==> config.mk <==
export PLATFORM = sky130hd
export DESIGN_NAME = modified_utf8_to_utf8
export DESIGN_NICKNAME = d
export VERILOG_FILES = /design/src/mu8_pkg.sv /design/src/modified_utf8_to_utf8.sv /design/src/mu8_front.sv /design/src/mu8_queue.sv /design/src/mu8_back.sv
export SDC_FILE = /design/constraint.sdc
export NUM_CORES = 1
export LEC_CHECK = 0
export BUFFER_PORTS_ARGS = -buffer_cell sky130_fd_sc_hd__clkbuf_2
export CORE_ASPECT_RATIO = 1.75
export CORE_MARGIN = 4
export CORE_UTILIZATION = 35
export DETAILED_ROUTE_END_ITERATION = 7
export GPL_TIMING_DRIVEN = 0
export SETUP_SLACK_MARGIN = 0.5
export SYNTH_ARGS = -nofsm -noshare
export SYNTH_HDL_FRONTEND = slang
export SYNTH_HIERARCHICAL = 1
export SYNTH_SLANG_ARGS = --single-unit
export TNS_END_PERCENT = 5
==> constraint.sdc <==
create_clock -name clock -period 5.56 [get_ports clock]
set_clock_uncertainty 0.05 [all_clocks]
set_input_delay 1.668 -clock clock [delete_from_list [all_inputs] [get_ports clock]]
set_output_delay 1.668 -clock clock [all_outputs]
set_load 0.03 [all_outputs]
==> src/mu8_pkg.sv <==
// ============================================================================
// mu8_pkg
// Shared types and constants for the modified UTF-8 to UTF-8 converter.
// ============================================================================
`default_nettype none

package mu8_pkg;

   // Position cap of the output index
   localparam int MAX_OUT_LEN = 65535;
   localparam logic [15:0] POS_CAP = 16'((MAX_OUT_LEN < 65535) ? MAX_OUT_LEN : 65535);

   // Held byte store and job queue sizing
   localparam int HELD_DEPTH  = 5;
   localparam int QUEUE_DEPTH = 4;
   localparam int QPTR_W      = $clog2(QUEUE_DEPTH);

   // Byte codes
   localparam logic [7:0] BYTE_ED      = 8'hED;
   localparam logic [7:0] BYTE_C0      = 8'hC0;
   localparam logic [7:0] BYTE_80      = 8'h80;
   localparam logic [7:0] BYTE_NUL     = 8'h00;
   localparam logic [7:0] SURR_LO      = 8'hA0;
   localparam logic [7:0] SURR_HI      = 8'hAF;
   localparam logic [7:0] LEAD4_MARK   = 8'hF0;
   localparam logic [7:0] CONT_MARK    = 8'h80;
   localparam logic [20:0] SUPP_BASE   = 21'h10000;

   typedef enum logic [1:0] {
      MODE_IDLE,
      MODE_AFTER_C0,
      MODE_AFTER_ED,
      MODE_PAIR
   } mode_type;

   typedef struct packed {
      logic [7:0] in_byte;
      logic       string_last;
   } req_type;

   typedef struct packed {
      logic [7:0]  out_byte;
      logic [15:0] out_position;
      logic        run_last;
      logic        string_end;
   } rsp_type;

   // Bytes produced by one input beat
   typedef struct packed {
      logic [HELD_DEPTH-1:0][7:0] data;
      logic [2:0]                 count;
      logic                       last;
   } job_type;

   typedef struct packed {
      logic full;
      logic empty;
   } q_status_type;

endpackage

`default_nettype wire

==> src/modified_utf8_to_utf8.sv <==
// ============================================================================
// modified_utf8_to_utf8
// Converts a modified UTF-8 byte stream into standard UTF-8, numbering each
// output byte within its string.
// ============================================================================
//
//   channel  dir  handshake               payload
//   req_     in   req_valid / req_ready   mu8_pkg::req_type  (in_byte, string_last)
//   rsp_     out  rsp_valid / rsp_ready   mu8_pkg::rsp_type  (out_byte, out_position,
//                                                             run_last, string_end)
//
// - Sustains one input beat per cycle while the job queue has room; an input
//   beat yields zero to five output beats, sent one a cycle while rsp_ready holds.
// - An input's output beats pass the job queue, then the output register.
// - A four-entry job queue decouples decoder and serialiser; req_ready drops
//   only while that queue is full.
// - Synchronous reset clears decoder state, queue pointers and output index.
//
// Decoding: C0 80 gives a single NUL; ED A0..AF plus four more bytes gives a
// four-byte sequence; ED or C0 not followed by their partner pass through raw;
// a sequence cut off by string end is flushed raw after the current byte's
// own output.
// ============================================================================
`default_nettype none

module modified_utf8_to_utf8 (
   input  logic             clock,
   input  logic             reset,
   input  logic             req_valid,
   output logic             req_ready,
   input  mu8_pkg::req_type req_payload,
   output logic             rsp_valid,
   input  logic             rsp_ready,
   output mu8_pkg::rsp_type rsp_payload
);

   mu8_pkg::q_status_type q_status;
   mu8_pkg::job_type      push_job;
   mu8_pkg::job_type      head_job;
   logic                  q_push;
   logic                  q_pop;

   // front: classifies each beat, holds pending sequence bytes, emits a job when the beat yields bytes
   mu8_front u_front (
      .clock       (clock),
      .reset       (reset),
      .req_valid   (req_valid),
      .req_ready   (req_ready),
      .req_payload (req_payload),
      .q_status    (q_status),
      .q_push      (q_push),
      .q_job       (push_job)
   );

   // job queue
   mu8_queue u_queue (
      .clock    (clock),
      .reset    (reset),
      .push     (q_push),
      .push_job (push_job),
      .pop      (q_pop),
      .head_job (head_job),
      .status   (q_status)
   );

   // back: one byte per beat into the output register
   mu8_back u_back (
      .clock       (clock),
      .reset       (reset),
      .q_status    (q_status),
      .head_job    (head_job),
      .q_pop       (q_pop),
      .rsp_valid   (rsp_valid),
      .rsp_ready   (rsp_ready),
      .rsp_payload (rsp_payload)
   );

endmodule

`default_nettype wire

==> src/mu8_front.sv <==
// ============================================================================
// mu8_front
// Decoder: takes input beats, tracks pending sequences, builds output jobs.
// ============================================================================
`default_nettype none

module mu8_front (
   input  logic                 clock,
   input  logic                 reset,
   input  logic                 req_valid,
   output logic                 req_ready,
   input  mu8_pkg::req_type     req_payload,
   input  mu8_pkg::q_status_type q_status,
   output logic                 q_push,
   output mu8_pkg::job_type     q_job
);

   mu8_pkg::mode_type mode_ff, mode_in;
   logic [2:0]        held_count_ff, held_count_in;
   logic [7:0]        held_ff [mu8_pkg::HELD_DEPTH];

   logic              accept;
   logic [7:0]        b;
   logic              last;
   logic              idle_hold;
   logic              surr_ok;
   logic              pair_done;

   logic [7:0]        pfx [4];
   logic [2:0]        pfx_n;
   logic              hold_en;
   logic [2:0]        wr_idx;
   logic [2:0]        base_n;
   logic [2:0]        nh_n;
   logic [7:0]        nh [mu8_pkg::HELD_DEPTH];
   logic [20:0]       cp;

   assign req_ready = !q_status.full;
   assign accept    = req_valid && req_ready;
   assign b         = req_payload.in_byte;
   assign last      = req_payload.string_last;
   assign idle_hold = (b == mu8_pkg::BYTE_ED) || (b == mu8_pkg::BYTE_C0);
   assign surr_ok   = (b >= mu8_pkg::SURR_LO) && (b <= mu8_pkg::SURR_HI);
   assign pair_done = held_count_ff >= 3'(mu8_pkg::HELD_DEPTH);

   // code point of a completed surrogate pair
   assign cp = mu8_pkg::SUPP_BASE
             + 21'({held_ff[1][3:0], held_ff[2][5:0], held_ff[4][3:0], b[5:0]});

   // next state
   always_comb begin
      mode_in = mode_ff;
      if (accept) begin
         unique case (mode_ff)
            mu8_pkg::MODE_AFTER_C0: begin
               if (b == mu8_pkg::BYTE_80) mode_in = mu8_pkg::MODE_IDLE;
               else if (b == mu8_pkg::BYTE_ED) mode_in = mu8_pkg::MODE_AFTER_ED;
               else if (b == mu8_pkg::BYTE_C0) mode_in = mu8_pkg::MODE_AFTER_C0;
               else mode_in = mu8_pkg::MODE_IDLE;
            end
            mu8_pkg::MODE_AFTER_ED: begin
               if (surr_ok) mode_in = mu8_pkg::MODE_PAIR;
               else if (b == mu8_pkg::BYTE_ED) mode_in = mu8_pkg::MODE_AFTER_ED;
               else if (b == mu8_pkg::BYTE_C0) mode_in = mu8_pkg::MODE_AFTER_C0;
               else mode_in = mu8_pkg::MODE_IDLE;
            end
            mu8_pkg::MODE_PAIR: begin
               mode_in = pair_done ? mu8_pkg::MODE_IDLE : mu8_pkg::MODE_PAIR;
            end
            mu8_pkg::MODE_IDLE: begin
               if (b == mu8_pkg::BYTE_ED) mode_in = mu8_pkg::MODE_AFTER_ED;
               else if (b == mu8_pkg::BYTE_C0) mode_in = mu8_pkg::MODE_AFTER_C0;
               else mode_in = mu8_pkg::MODE_IDLE;
            end
            default: mode_in = mu8_pkg::MODE_IDLE;
         endcase
         if (last) mode_in = mu8_pkg::MODE_IDLE;
      end
   end

   // job contents and held store updates
   always_comb begin
      for (int i = 0; i < 4; i++) pfx[i] = mu8_pkg::BYTE_NUL;
      pfx_n   = 3'd0;
      hold_en = 1'b0;
      wr_idx  = 3'd0;
      base_n  = 3'd0;
      unique case (mode_ff)
         mu8_pkg::MODE_AFTER_C0: begin
            if (b == mu8_pkg::BYTE_80) begin
               pfx[0] = mu8_pkg::BYTE_NUL;
               pfx_n  = 3'd1;
            end else begin
               pfx[0] = mu8_pkg::BYTE_C0;
               if (idle_hold) begin
                  pfx_n   = 3'd1;
                  hold_en = 1'b1;
               end else begin
                  pfx[1] = b;
                  pfx_n  = 3'd2;
               end
            end
         end
         mu8_pkg::MODE_AFTER_ED: begin
            if (surr_ok) begin
               hold_en = 1'b1;
               wr_idx  = held_count_ff;
               base_n  = held_count_ff;
            end else begin
               pfx[0] = mu8_pkg::BYTE_ED;
               if (idle_hold) begin
                  pfx_n   = 3'd1;
                  hold_en = 1'b1;
               end else begin
                  pfx[1] = b;
                  pfx_n  = 3'd2;
               end
            end
         end
         mu8_pkg::MODE_PAIR: begin
            if (pair_done) begin
               pfx[0] = mu8_pkg::LEAD4_MARK | {5'd0, cp[20:18]};
               pfx[1] = mu8_pkg::CONT_MARK | {2'd0, cp[17:12]};
               pfx[2] = mu8_pkg::CONT_MARK | {2'd0, cp[11:6]};
               pfx[3] = mu8_pkg::CONT_MARK | {2'd0, cp[5:0]};
               pfx_n  = 3'd4;
            end else begin
               hold_en = 1'b1;
               wr_idx  = held_count_ff;
               base_n  = held_count_ff;
            end
         end
         mu8_pkg::MODE_IDLE: begin
            if (idle_hold) begin
               hold_en = 1'b1;
            end else begin
               pfx[0] = b;
               pfx_n  = 3'd1;
            end
         end
         default: begin
            pfx_n = 3'd0;
         end
      endcase

      nh_n = base_n + {2'd0, hold_en};
      for (int i = 0; i < mu8_pkg::HELD_DEPTH; i++) begin
         nh[i] = (hold_en && (wr_idx == 3'(i))) ? b : held_ff[i];
      end

      // prefix bytes first, then on string end the held bytes flushed raw
      q_job.last  = last;
      q_job.count = pfx_n + (last ? nh_n : 3'd0);
      for (int i = 0; i < mu8_pkg::HELD_DEPTH; i++) begin
         if (3'(i) < pfx_n) q_job.data[i] = pfx[2'(i)];
         else q_job.data[i] = nh[3'(3'(i) - pfx_n)];
      end

      held_count_in = last ? 3'd0 : nh_n;
   end

   assign q_push = accept && (q_job.count != 3'd0);

   always_ff @(posedge clock) begin
      if (reset) begin
         mode_ff       <= mu8_pkg::MODE_IDLE;
         held_count_ff <= 3'd0;
      end else begin
         mode_ff <= mode_in;
         if (accept) held_count_ff <= held_count_in;
      end
   end

   always_ff @(posedge clock) begin
      if (accept && hold_en) held_ff[wr_idx] <= b;
   end

`ifndef ASSERT_OFF
   a_pair_count: assert property (@(posedge clock) disable iff (reset)
      mode_ff == mu8_pkg::MODE_PAIR |-> held_count_ff >= 3'd2)
      else $error("pair mode with fewer than two held bytes");
   a_lead_count: assert property (@(posedge clock) disable iff (reset)
      (mode_ff == mu8_pkg::MODE_AFTER_C0 || mode_ff == mu8_pkg::MODE_AFTER_ED)
      |-> held_count_ff == 3'd1)
      else $error("lead byte pending without exactly one held byte");
`endif

endmodule

`default_nettype wire

==> src/mu8_queue.sv <==
// ============================================================================
// mu8_queue
// Short job queue between decoder and serialiser.
// ============================================================================
`default_nettype none

module mu8_queue (
   input  logic                  clock,
   input  logic                  reset,
   input  logic                  push,
   input  mu8_pkg::job_type      push_job,
   input  logic                  pop,
   output mu8_pkg::job_type      head_job,
   output mu8_pkg::q_status_type status
);

   localparam logic [mu8_pkg::QPTR_W:0] DEPTH_CNT = (mu8_pkg::QPTR_W + 1)'(mu8_pkg::QUEUE_DEPTH);

   mu8_pkg::job_type              entries_ff [mu8_pkg::QUEUE_DEPTH];
   logic [mu8_pkg::QPTR_W-1:0]    wr_ptr_ff, wr_ptr_in;
   logic [mu8_pkg::QPTR_W-1:0]    rd_ptr_ff, rd_ptr_in;
   logic [mu8_pkg::QPTR_W:0]      count_ff, count_in;

   assign status.full  = (count_ff == DEPTH_CNT);
   assign status.empty = (count_ff == '0);
   assign head_job     = entries_ff[rd_ptr_ff];

   always_comb begin
      wr_ptr_in = push ? wr_ptr_ff + 1'b1 : wr_ptr_ff;
      rd_ptr_in = pop  ? rd_ptr_ff + 1'b1 : rd_ptr_ff;
      count_in  = count_ff + {{mu8_pkg::QPTR_W{1'b0}}, push}
                           - {{mu8_pkg::QPTR_W{1'b0}}, pop};
   end

   always_ff @(posedge clock) begin
      if (reset) begin
         wr_ptr_ff <= '0;
         rd_ptr_ff <= '0;
         count_ff  <= '0;
      end else begin
         wr_ptr_ff <= wr_ptr_in;
         rd_ptr_ff <= rd_ptr_in;
         count_ff  <= count_in;
      end
   end

   always_ff @(posedge clock) begin
      if (push) entries_ff[wr_ptr_ff] <= push_job;
   end

`ifndef ASSERT_OFF
   a_no_overflow: assert property (@(posedge clock) disable iff (reset)
      push |-> (!status.full || pop))
      else $error("job pushed into full queue");
   a_no_underflow: assert property (@(posedge clock) disable iff (reset)
      pop |-> !status.empty)
      else $error("job popped from empty queue");
`endif

endmodule

`default_nettype wire

==> src/mu8_back.sv <==
// ============================================================================
// mu8_back
// Serialiser: sends the bytes of each job one beat at a time, numbers them.
// ============================================================================
`default_nettype none

module mu8_back (
   input  logic                  clock,
   input  logic                  reset,
   input  mu8_pkg::q_status_type q_status,
   input  mu8_pkg::job_type      head_job,
   output logic                  q_pop,
   output logic                  rsp_valid,
   input  logic                  rsp_ready,
   output mu8_pkg::rsp_type      rsp_payload
);

   logic             rsp_valid_ff, rsp_valid_in;
   mu8_pkg::rsp_type rsp_payload_ff, rsp_payload_in;
   logic [2:0]       sel_ff, sel_in;
   logic [15:0]      out_index_ff, out_index_in;

   logic             load;
   logic             take_last;

   assign load      = !q_status.empty && (!rsp_valid_ff || rsp_ready);
   assign take_last = (sel_ff == head_job.count - 3'd1);
   assign q_pop     = load && take_last;

   always_comb begin
      rsp_valid_in   = rsp_valid_ff;
      sel_in         = sel_ff;
      out_index_in   = out_index_ff;
      rsp_payload_in = rsp_payload_ff;
      if (load) begin
         rsp_valid_in                = 1'b1;
         rsp_payload_in.out_byte     = head_job.data[sel_ff];
         rsp_payload_in.out_position = out_index_ff;
         rsp_payload_in.run_last     = take_last;
         rsp_payload_in.string_end   = take_last && head_job.last;
         sel_in                      = take_last ? 3'd0 : sel_ff + 3'd1;
         if (take_last && head_job.last) out_index_in = '0;
         else if (out_index_ff < mu8_pkg::POS_CAP) out_index_in = out_index_ff + 16'd1;
      end else if (rsp_ready) begin
         rsp_valid_in = 1'b0;
      end
   end

   always_ff @(posedge clock) begin
      if (reset) begin
         rsp_valid_ff <= 1'b0;
         sel_ff       <= 3'd0;
         out_index_ff <= '0;
      end else begin
         rsp_valid_ff <= rsp_valid_in;
         sel_ff       <= sel_in;
         out_index_ff <= out_index_in;
      end
   end

   always_ff @(posedge clock) begin
      rsp_payload_ff <= rsp_payload_in;
   end

   assign rsp_valid   = rsp_valid_ff;
   assign rsp_payload = rsp_payload_ff;

`ifndef ASSERT_OFF
   a_index_restart: assert property (@(posedge clock) disable iff (reset)
      (load && take_last && head_job.last) |=> out_index_ff == '0)
      else $error("output index not restarted after string end");
`endif

endmodule

`default_nettype wire
# Yosys cells after proc, flatten, opt, wreduce, memory -nomap -nowiden
# Memory sizes are Yosys's and may differ from the RTL's. A register that Yosys moved wholly into a read port is not among the register bits.
# Index checks and enable logic that the tools add are counted.
[op_classes]
n_mux = 68
magnitude_cmp = 15
reduce_logical = 24
n_bitwise = 5
n_addsub = 15
n_eq_ne = 12
[ops]
columns = ["operator", "count"]
rows = [
  ["8-bit two-way mux", 24],
  ["8-bit binary-select mux with 3-bit select", 6],
  ["16-bit two-way mux", 3],
  ["32-bit two-way mux", 1],
  ["8-bit one-hot mux with 4 select lines", 1],
  ["8-bit == test (second input constant)", 3],
  ["8-bit one-hot mux with 3 select lines", 1],
  ["17-bit by 20-bit adder with 21-bit output (first input constant)", 1],
  ["3-bit two-way mux", 7],
  ["4-bit >= comparator (second input constant)", 5],
  ["3-bit inverter with 4-bit output", 5],
  ["2-bit two-way mux", 9],
  ["16-bit by 1-bit adder with 16-bit output (second input constant)", 1],
  ["16-bit less-than comparator (second input constant)", 1],
  ["1-bit logical AND", 12],
  ["1-bit two-way mux", 12],
  ["3-bit one-hot mux with 4 select lines", 1],
  ["8-bit >= comparator (second input constant)", 1],
  ["8-bit less-or-equal comparator (second input constant)", 1],
  ["2-bit one-hot mux with 4 select lines", 1],
  ["3-bit by 1-bit adder with 3-bit output", 2],
  ["3-bit by 2-bit == test with 1-bit output (second input constant)", 2],
  ["3-bit == test (second input constant)", 2],
  ["3-bit logical NOT", 2],
  ["25 further kinds", 35],
]
[totals]
mem_bits_rw = 216
output_inout_bits = 28
in_bits = 13
wordCells = 153
regBits = 58
memories = 2
[mem_list]
columns = ["name", "depth", "word_bits", "rd", "rd_ports_with_merged_regs", "write_ports", "line", "rtl"]
rows = [
  ["u_queue.entries_ff", 4, 44, 1, 1, 1, "mu8_queue.sv:19", "mu8_pkg::job_type entries_ff [mu8_pkg::QUEUE_DEPTH];"],
  ["u_front.held_ff", 5, 8, 5, 0, 1, "mu8_front.sv:20", "logic [7:0] held_ff [mu8_pkg::HELD_DEPTH];"],
]

# Depth between registers and ports, before layout
# Gate-level depths: netlist of the first run.
[logic_depth]
ltp_word = 12
ltp_mapped = 18
mapped_depth_nobuf = 16

# By module
# The synthesis of the first run kept the hierarchy.
[by_module_without_submodules]
columns = ["mod", "n_inst", "cells_per_inst", "area_per_inst_um2"]
rows = [
  ["mu8_queue", 1, 272, 6846.6],
  ["mu8_front", 1, 489, 4162.7],
  ["mu8_back", 1, 207, 2228.4],
]

# Worst setup path before layout of the first run
# Ideal clock, no wire load.
[synth_timing]
path_type = "in2reg"
from = "in req_payload[4] (netlist bit)"
to = "mem u_queue/entries_ff[0][0] (netlist bit), enable pin"
cell_stages = 13
n_path_buf = 1
arrival_time_ps = 5480
setup_time_ps = 406
t_required_ps = 5104
path_slack_ps = -376
path_cell_list = "buf_2 -> and4_1 -> o211ai_1 -> nand2_1 -> ha_1 -> ha_1 -> nand2_1 -> fa_1 -> xor2_1 -> and3_1 -> nor2_1 -> o311a_1 -> and2_1"
[synth_rtl]
columns = ["element", "line", "rtl"]
rows = [
  ["start, declared", "modified_utf8_to_utf8.sv:31", "input mu8_pkg::req_type req_payload,"],
  ["end, declared", "mu8_queue.sv:19", ""],
]

==> impl_metrics.yaml, run 1 <==
place:
  dp_cells: 1489
  dp_hpwl_um: 30100
  portBuffers: 40
  routabilityCongestion: 0.957
  placed_area_um2: 14100
global_route:
  grt_pass1_wl_um: 59000
  use_met1_pct: 18.8
  grt_most_used_layer: "met2"
  grtUsageTotal_pct: 19.4
  use_met2_pct: 37.9
  grt_max_degree: 36
  grtUsageMet3_pct: 2.18
  gr-total-overflow: 0
  antenna_found_initial: 0
  grt_pass1_vias: 9110
timing:
  max_freq_ghz: 0.198
  finalSetupTns_ns: 0
  fin_crit_sh_pct: 90.7
  drv_slew: 0
  rsz0062_at_grt: "yes"
  setup_violations: 0
  min_period_ns: 5.04
  tightest_slew_ns: 1.42
  hold_violations: 0
  slew_headroom_pct: 4.27
  fin_hold_ws_ns: 0.450
setup_path:
  worstPathBufferInverterCount: 5
  cp-end-kind: "register"
  critPathRequiredTime_ns: 5.84
  slowest_delay_ns: 0.61
  setup.worst_path.class: "in2reg"
  crit_slowest_cell: "or4_4"
  cp-startpoint: "req_payload[5]"
  crit_top_cell: "clkbuf_2"
  worstPathArrival_ns: 5.32
  path_delay_family: "simple AND/OR/NAND/NOR gates"
  crit_chain: "clkbuf_4 > buf_6 > or3b_1 > or4_4 > nand2_8 > inv_2 > clkbuf_2 > ha_1 > xor2_1 > clkbuf_2 > o2111ai_1 > a32oi_1"
  r2r_start: "u_front/mode_ff[0]"
  cp_max_fo: 10
  cp-start-kind: "input port"
clock_network:
  root_buffer: "clkbuf_16"
  cts_buffer_depth: 3
  htreeDepth: 1
  cts_buffers: 26
  cts_tree: "done"
  cts_sinks: 276
  clk_pin_slew_worst_paths_ns: 0.07
  cts_hold_buf: 0
  worstSkewPairLatency_ns: 0.54
finish:
  multi_input_area_um2: 5030
  num-fill-cells: 3480
  final_cells: 1549
  layout-drive-gt1-share_pct: 21.3
  antenna-diode-count: 0
  syn_to_final_growth_pct: 15.1
  final_net_count: 1082
  regArea_um2: 7950
  final_util_pct: 40.6
  stdcell_area_um2: 15200
detailed_routing:
  ant_nets: 0
  drt_iter0_drc: 786
  drtPass1Iterations: 5
  vias: 8942
  totalWireLength_um: 40300
  post_drt_via_cell_ratio: 5.77
  drt-wirelength-per-cell_um: 26.0
  drc: 0
worst_hold_path:
  hp-start: "u_back/out_index_ff[14]"
  hp-class: "reg2reg"
synth:
  synth_cell_types: 87
  async_flop_share_pct: 0
  yosys-top-cells-area: "edfxtp_1 (55%), mux4_2 (6.8%), dfxtp_1 (5.1%)"
  ys_seq_area_share_pct: 60.0
  syn_nets: 1000
  synth_edf_count: 242
  synth_area_per_cell_um2: 13.7
  synth_top_area_share_pct: 54.9
  syn_area_um2: 13200
  ys_warn_count: 6
  synth.largest_area_cell: "edfxtp_1"
  syn_inst: 968
  synth_flop_cell: "edfxtp_1"
  synth_seq_cells: 276
pwr:
  peakVddDrop_uv: 214
  leakage_uw: 0.00492
  power_density_nw_per_um2: 385
outcome:
  outcome: "completed"
floorplan:
  initial_core_util_pct: 35.3
  die_w_um: 155
  num_rows: 94
  io_pins: 41
  core_area_um2: 37500
  die_h_um: 265
  fp.dieArea_um2: 41100
flow_run:
  max_cap_viol_count: 0
-- report_power, final --
part / internal [uW] / switching [uW] / leakage (uW) / total, uW
Sequential: 2550 / 72.6 / 0.00249 / 2620
Clock: 985 / 759 / 0.000406 / 1740
Combinational: 591 / 913 / 0.00203 / 1500
-- logic make-up after synthesis --
group,synth area share (%)
flip-flops,60.0
buffers and inverters,3.69
adder cells (fa/ha/maj),1.91
XOR/XNOR,1.29
multiplexers,9.93
AO/OA/AOI/OAI,13.5
AND/OR/NAND/NOR,9.69
-- routing by layer --
layer	part of all wire [%]	wire, um
met1	33	13200
met2	56	22600
met3	3.8	1540
met4	7.3	2960
met5	0	0
-- synth_stat cells (all sizes together), types with 3 or more instances --
library cell,count
a211oi,5
a21oi,38
a221oi,5
a22oi,6
a31oi,27
a32oi,13
and2,10
and3,5
buf,34
clkbuf,30
dfxtp,34
edfxtp,242
ha,17
inv,33
mux2,7
mux2i,23
mux4,44
nand2,44
nand2b,13
nand3,33
nand3b,4
nand4,19
nand4b,3
nor2,62
nor2b,5
nor3,14
nor3b,5
nor4,7
o2111ai,15
o211ai,35
o21ai,31
o221ai,19
o22ai,21
o31a,3
o31ai,3
o41ai,5
or4,5
xnor2,10
xor2,4
-- registers in the layout, summed over array words and instances (netlist names), named ones only --
signal                 cells
u_back/rsp_valid           1
u_front/mode_ff            2
u_back/sel_ff              3
u_front/held_count_ff      3
u_queue/entries_ff       176
u_queue/rd_ptr_ff          2
u_back/out_index_ff       16
u_front/held_ff           40
u_back/rsp_payload        26
u_queue/wr_ptr_ff          2
u_queue/count_ff           3
-- worst paths after layout --
| path | to | slack, ns | cells after the start |
|---|---|---|---|
| worst min-delay path | u_back/rsp_payload[16] | 0.45 | 0 |
| worst max-delay path | u_queue/entries_ff[0][38] | 0.52 | 12 |
| worst min register to register | u_back/rsp_payload[16] | 0.45 | 0 |
| worst max register to register | u_queue/count_ff[2] | 0.79 | 18 |
-- cells in the final DEF, fill, tap and decap left out, drive strengths merged, types with 14 or more instances in the layout --
cell type / n
mux2i: 23
mux4: 44
o2111ai: 15
dfxtp: 34
nand4: 19
nor2: 62
inv: 36
buf: 42
nor3: 14
a31oi: 27
clkbuf: 101
o221ai: 19
o211ai: 35
ha: 17
edfxtp: 242
nand3: 33
o22ai: 21
nand2: 44
a21oi: 38
and2: 16
o21ai: 31
-- layout make-up --
class	instances	area share, %
inverters	34	0.838
clock inverters	16	0.952
plain buffers	64	2.78
multi-input cells	600	33.0
clock buffers	31	4.53
flip-flops and latches	276	52.2
repair buffers	48	1.82
well taps	480	3.94
-- metrics by stage --
stage | total power [uW] | setup WS (ns)
6_report | 5870 | 0.519
5_1_grt | 6140 | 0.391
4_1_cts | 5960 | 0.505
3_5_place_dp | 4170 | -0.862
3_3_place_gp | 4150 | -1.02
2_1_floorplan | 3760 | 0.359
-- repair_timing --
item,in CTS,in global routing
pin swaps,10,4
resized for setup,36,10
endpoints found under the setup margin,309,230
cloned,4,2
setup buffers,7,0
No activity file was read; power rests on OpenSTA's default activity.
==> run 2, diff against run 1 <==
- clock period: 5.56 -> 5 ns (I/O delays scaled with it)
==> run 2 against run 1 <==
Compared with the run above: the flow now finishes with violations (max-capacitance violations); worst setup slack got worse by 0.11 ns; flip-flop and latch count unchanged; routed wire length up 4.9%; non-clock buffer count is 29 higher; via count rose by 3.9%; power up 13%; design area up 3.8%; utilization increased by 1.5 points; global-route usage up 0.11 points; count of clock-buffer cells in the layout unchanged; worst hold slack about the same; largest cell class unchanged; largest power group unchanged; highest routed layer unchanged.
==> impl_metrics.yaml, run 2 (same netlist as run 1, synthesis figures left out) <==
outcome:
  outcome: "finished with violations"
  violations: "max-capacitance violations"
clock_network:
  worstSkewPairLatency_ns: 0.55
  htreeDepth: 1
  cts_sinks: 276
  cts_tree: "done"
  cts_buffers: 26
  clk_pin_slew_worst_paths_ns: 0.07
  cts_buffer_depth: 3
  cts_hold_buf: 0
  root_buffer: "clkbuf_16"
finish:
  multi_input_area_um2: 5240
  final_cells: 1585
  syn_to_final_growth_pct: 19.5
  final_common_cell: "edfxtp_1"
  regArea_um2: 7950
  antenna-diode-count: 0
  largest_reg_flops: 176
  final_cell_mix: "edfxtp_1 (242), nor2_1 (60), nand2_1 (43)"
  layout-drive-gt1-share_pct: 26.1
  regMostFlops: "u_queue/entries_ff"
  final_net_count: 1118
  stdcell_area_um2: 15800
  num-fill-cells: 3450
  final_util_pct: 42.2
setup_path:
  cp_max_fo: 7
  setup.worst_path.class: "in2reg"
  cp-start-kind: "input port"
  cp-end-kind: "register"
  worstPathArrival_ns: 5.03
  critPathRequiredTime_ns: 5.44
timing:
  min_period_ns: 4.59
  fin_crit_sh_pct: 91.8
  drv_slew: 0
  worst_slack_ns: 0.409
  slew_headroom_pct: 1.90
  finalSetupTns_ns: 0
  hold_violations: 0
  rsz0062_at_grt: "yes"
  max_freq_ghz: 0.218
  setup_violations: 0
  tightest_slew_ns: 1.46
global_route:
  antenna_found_initial: 0
  grt_pass1_wl_um: 59300
  grt_pass1_vias: 9146
  grtUsageTotal_pct: 19.5
  grt_max_degree: 36
  gr-total-overflow: 0
floorplan:
  fp.dieArea_um2: 41100
  core_area_um2: 37500
  num_rows: 94
  initial_core_util_pct: 35.3
  io_pins: 41
  die_h_um: 265
  die_w_um: 155
detailed_routing:
  totalWireLength_um: 42300
  post_drt_via_cell_ratio: 5.86
  drt-wirelength-per-cell_um: 26.7
  ant_nets: 0
  drt_iter0_drc: 740
  vias: 9289
  drc: 0
  drtPass1Iterations: 5
worst_hold_path:
  hp-class: "reg2reg"
pwr:
  peakVddDrop_uv: 241
  leakage_uw: 0.00520
  power_density_nw_per_um2: 419
place:
  portBuffers: 40
  dp_slack_ns: -1.25
  dp_cells: 1489
  placed_area_um2: 14100
  dp_hpwl_um: 30100
  routabilityCongestion: 0.957
flow_run:
  max_cap_viol_count: 1
run 2: changes by cell type in the layout (fill, tap and decap cells not counted), sizes merged:
cell / previous run / this run
and2: 16 / 23
buf: 42 / 81
clkbuf: 101 / 91
run 2: repair_timing:
item                       CTS  global route
gates resized for setup     65            56
gates cloned                 4            10
buffers inserted            14            21
pin swaps                   14            22
setup endpoints to repair  313           307
run 2: final timing paths:
| check | depth (start not counted) | slack [ns] | endpoint | start |
|---|---|---|---|---|
| worst max-delay path | 15 | 0.41 | u_queue/count_ff[1] | req_payload[5] |
| worst min-delay path | 0 | 0.45 | u_back/rsp_payload[16] | u_back/out_index_ff[14] |
| worst max register to register | 17 | 0.53 | u_queue/count_ff[1] | u_front/mode_ff[0] |
| worst min register to register | 0 | 0.45 | u_back/rsp_payload[16] | u_back/out_index_ff[14] |
run 2: worst max-delay path, cell delays in order:
cell and delay, ns:
buf_12 0.11, buf_12 0.13, or3b_4 0.41, or4_4 0.59
nand2_8 0.11, ha_4 0.13, inv_2 0.03, fa_2 0.36
xor2_2 0.20, and3_1 0.21, nor2_2 0.05, o311a_4 0.35
ha_4 0.17, fa_2 0.53, nor2b_1 0.12
run 2: where the power goes:
| group | internal [uW] | switching (uW) |
|---|---|---|
| clock | 1090 | 852 |
| combinational | 708 | 1060 |
| sequential | 2830 | 81.4 |
| total | 4640 | 1990 |
run 2: area by class of cell:
type,count,area share [%]
flip-flops and latches,276,50.2
multi-input cells,607,33.1
clock buffers,31,4.37
well taps,480,3.80
repair buffers,77,3.65
plain buffers,64,3.05
clock inverters,16,0.918
inverters,34,0.815
run 2: stage by stage:
step	total power, uW	hold slack [ns]
3_3_place_gp	4610	0.432
2_1_floorplan	4180	0.402
4_1_cts	6650	0.450
3_5_place_dp	4640	0.427
6_report	6630	0.450
5_1_grt	6920	0.488
run 2: metal layers:
metal	global-route usage (%)	share of wire, %	vias up
met5	0	0	-
met2	38.1	56	327
li1	-	-	4177
met4	12.2	7.5	0
met3	2.33	3.8	129
met1	18.8	32	4656
==> run 3, diff against run 2 <==
- ABC_AREA: not set -> 1
- SETUP_SLACK_MARGIN: 0.5 -> 0.1
==> run 3 against run 2 <==
Compared with the run above: design area increased by 2.2%; largest power group unchanged; flip-flop and latch count stayed put; first-iteration DRC count down 7.0%; cell count is 36% higher; maximum frequency fell by 3.7%; sequential share of layout area shrank 1.1 points; the run now ends clean; utilization is 1.8 points lower; critical path type unchanged; combinational power rose by 20%; routed wire length is 0.99% higher.
==> impl_metrics.yaml, run 3 <==
pwr:
  p_int_uw: 4490
  pwr-share-seq_pct: 42.5
  comb_power_share_pct: 30.4
  leakage_uw: 0.00657
  power_uw: 7010
  switching_power_uw: 2520
  power_density_nw_per_um2: 434
  p_sw_share_pct: 36.0
  pwr-share-clk_pct: 27.1
  peakVddDrop_uv: 291
synth:
  syn_inst: 1547
  synth_area_per_cell_um2: 9.15
  async_flop_share_pct: 0
  synth_compound_area_share_pct: 11.9
  synth_fa_ha_area_share_pct: 1.79
  synth_seq_cells: 276
  synth_flop_cell: "edfxtp_1"
  synth_most_common_cell: "nand2_1"
  muxShareOfSynthArea_pct: 0
  ys_warn_count: 6
  syn_nets: 1579
  yosys-top-cells-area: "edfxtp_1 (51%), nand2_1 (11%), inv_1 (4.9%)"
  synth_simple_gate_area_share_pct: 20.9
  ys_seq_area_share_pct: 56.2
  synth_cell_types: 42
  synth-xor-area-share_pct: 0.743
  synth_top_family_by_area: "simple AND/OR/NAND/NOR gates"
  synth_top_area_share_pct: 51.4
  syn_area_um2: 14200
  ys_top_cells_by_count: "nand2_1 (430), edfxtp_1 (242), inv_1 (184)"
  synth.largest_area_cell: "edfxtp_1"
  synth_edf_count: 242
finish:
  regMostFlops: "u_queue/entries_ff"
  final_net_count: 1676
  largest_reg_flops: 176
  final_util_pct: 40.4
  syn_to_final_growth_pct: 14.2
  final_cell_mix: "nand2_1 (428), edfxtp_1 (242), inv_1 (179)"
  num-fill-cells: 4028
  final_cells: 2159
  layout-drive-gt1-share_pct: 14.8
  final_common_cell: "nand2_1"
  antenna-diode-count: 0
setup_path:
  cp-endpoint: "u_queue/entries_ff[0][24]"
  cp-startpoint: "req_payload[3]"
  slowest_delay_ns: 0.47
  cp-start-kind: "input port"
  crit_top_cell: "inv_2"
  worstPathArrival_ns: 4.96
  r2r_start: "u_front/mode_ff[0]"
  cp_max_fo: 13
  reg2reg_depth: 15
  crit_slowest_cell: "fa_1"
  setup.worst_path.class: "in2reg"
  crit_chain: "clkbuf_2 > inv_2 > nand2_1 > nor2_1 > inv_2 > o21ai_2 > inv_2 > nor2_2 > nor2_2 > inv_2 > buf_2 > fa_1 > inv_2 > nor2_1 > a21oi_4 > nand2_4 > clkinvlp_4 > buf_4"
  r2r_end: "u_queue/entries_ff[0][24]"
  cp-end-kind: "register"
  cp.depth: 18
  r2r_slack_ns: 0.96
  worstPathBufferInverterCount: 9
  path_delay_family: "buffers and inverters"
  critPathRequiredTime_ns: 5.19
timing:
  max_freq_ghz: 0.210
  drv_slew: 0
  setup_violations: 0
  rsz0062_at_grt: "yes"
  slew_headroom_pct: 43.9
  hold_violations: 0
  min_period_ns: 4.77
  fin_crit_sh_pct: 95.4
  worst_slack_ns: 0.231
  fin_hold_ws_ns: 0.409
  tightest_slew_ns: 0.842
global_route:
  grt_max_degree: 36
  gr-total-overflow: 0
  grtUsageTotal_pct: 19.0
  grt_pass1_wl_um: 63800
  grt_most_used_layer: "met2"
  use_met1_pct: 17.5
  grt_pass1_vias: 10900
  antenna_found_initial: 0
  use_met2_pct: 39.0
  grtUsageMet3_pct: 2.09
floorplan:
  fp.dieArea_um2: 43800
  initial_core_util_pct: 35.3
  core_area_um2: 40100
  io_pins: 41
  die_w_um: 160
  die_h_um: 274
  num_rows: 97
detailed_routing:
  post_drt_via_cell_ratio: 5.09
  drc: 0
  totalWireLength_um: 42700
  drt_iter0_drc: 688
  ant_nets: 0
  vias: 11000
  drtPass1Iterations: 6
  drt-wirelength-per-cell_um: 19.8
clock_network:
  cts_sinks: 276
  cts_buffer_depth: 3
  worstSkewPairLatency_ns: 0.58
  clk_pin_slew_worst_paths_ns: 0.06
  root_buffer: "clkbuf_16"
  cts_tree: "done"
  cts_buffers: 27
  htreeDepth: 1
place:
  dp_slack_ns: -1.69
  routabilityCongestion: 0.916
  dp_hpwl_um: 32100
  dp_cells: 2085
  portBuffers: 40
outcome:
  outcome: "completed"
flow_run:
  max_cap_viol_count: 0
worst_hold_path:
  hp-class: "reg2reg"
run 3: cell count changes after synthesis, sizes merged, moves of 23 or more:
cell,previous run,this run
nand2,44,445
inv,33,203
nand3,33,144
o21ai,31,124
a21oi,38,95
mux4,44,0
buf,34,57
mux2i,23,0
run 3: repair_timing:
item,4_1_cts,5_1_grt
hold endpoints to repair,0,0
endpoints found under the setup margin,179,155
hold buffers,0,0
pin swaps,0,2
buffers inserted,8,12
cloned,3,2
gates resized for setup,16,12
run 3: logic make-up (layout without fill, tap and decap cells):
family / Yosys count / after routing
AOI/OAI and AO/OA: 287 / 287
adders and majority gates: 19 / 19
and+or+nand+nor: 678 / 678
buffers and inverters: 275 / 392
xor gates and xnor gates: 12 / 12
DFF: 276 / 276
run 3: final cells by class:
cell class | count | area (um^2) | area share, %
repair buffers | 65 | 478 | 2.96
clock buffers | 32 | 694 | 4.30
well taps | 495 | 619 | 3.83
multi-input cells | 996 | 5050 | 31.2
inverters | 205 | 793 | 4.91
repair inverters | 3 | 22.5 | 0.139
flip-flops and latches | 276 | 7950 | 49.2
clock inverters | 17 | 116 | 0.720
plain buffers | 70 | 444 | 2.75
run 3: worst min path at each step:
stage,to,cells after the start,from
detailed placement,u_queue/rd_ptr_ff[1],2,u_queue/rd_ptr_ff[1]
global placement,u_queue/rd_ptr_ff[1],2,u_queue/rd_ptr_ff[1]
CTS,register,2,u_queue/rd_ptr_ff[1]
global route,register,2,u_queue/rd_ptr_ff[1]
floorplan,register,2,u_queue/rd_ptr_ff[1]
finish,u_queue/rd_ptr_ff[1],2,u_queue/rd_ptr_ff[1]
run 3: stage by stage:
stage | area [um^2] | setup TNS [ns]
finish | 16200 | 0
floorplan | 14200 | -12.13
global route | 16200 | 0
detailed placement | 15000 | -211.02
CTS | 16000 | 0
global placement | 15000 | -348.99
run 3: tightest hold or removal path, cell delays in order, from the launching register on:
cell     delay, ns
dfxtp_1       0.30
inv_1         0.05
a21oi_1       0.06
run 3: routing by layer:
| metal | part of all wire (%) | wire length, um |
|---|---|---|
| met3 | 3.4 | 1460 |
| met2 | 57 | 24300 |
| met5 | 0 | 0 |
| met1 | 33 | 14100 |
| met4 | 6.7 | 2860 |
run 3: power by group through the flow:
stage | Clock [uW] | Sequential, uW | Combinational [uW]
after floorplan | 0 | 3230 | 1150
after global placement | 0 | 3040 | 2020
after detailed placement | 0 | 3040 | 2060
after CTS | 1950 | 2980 | 2120
after global routing | 2050 | 3010 | 2310
final | 1900 | 2980 | 2130
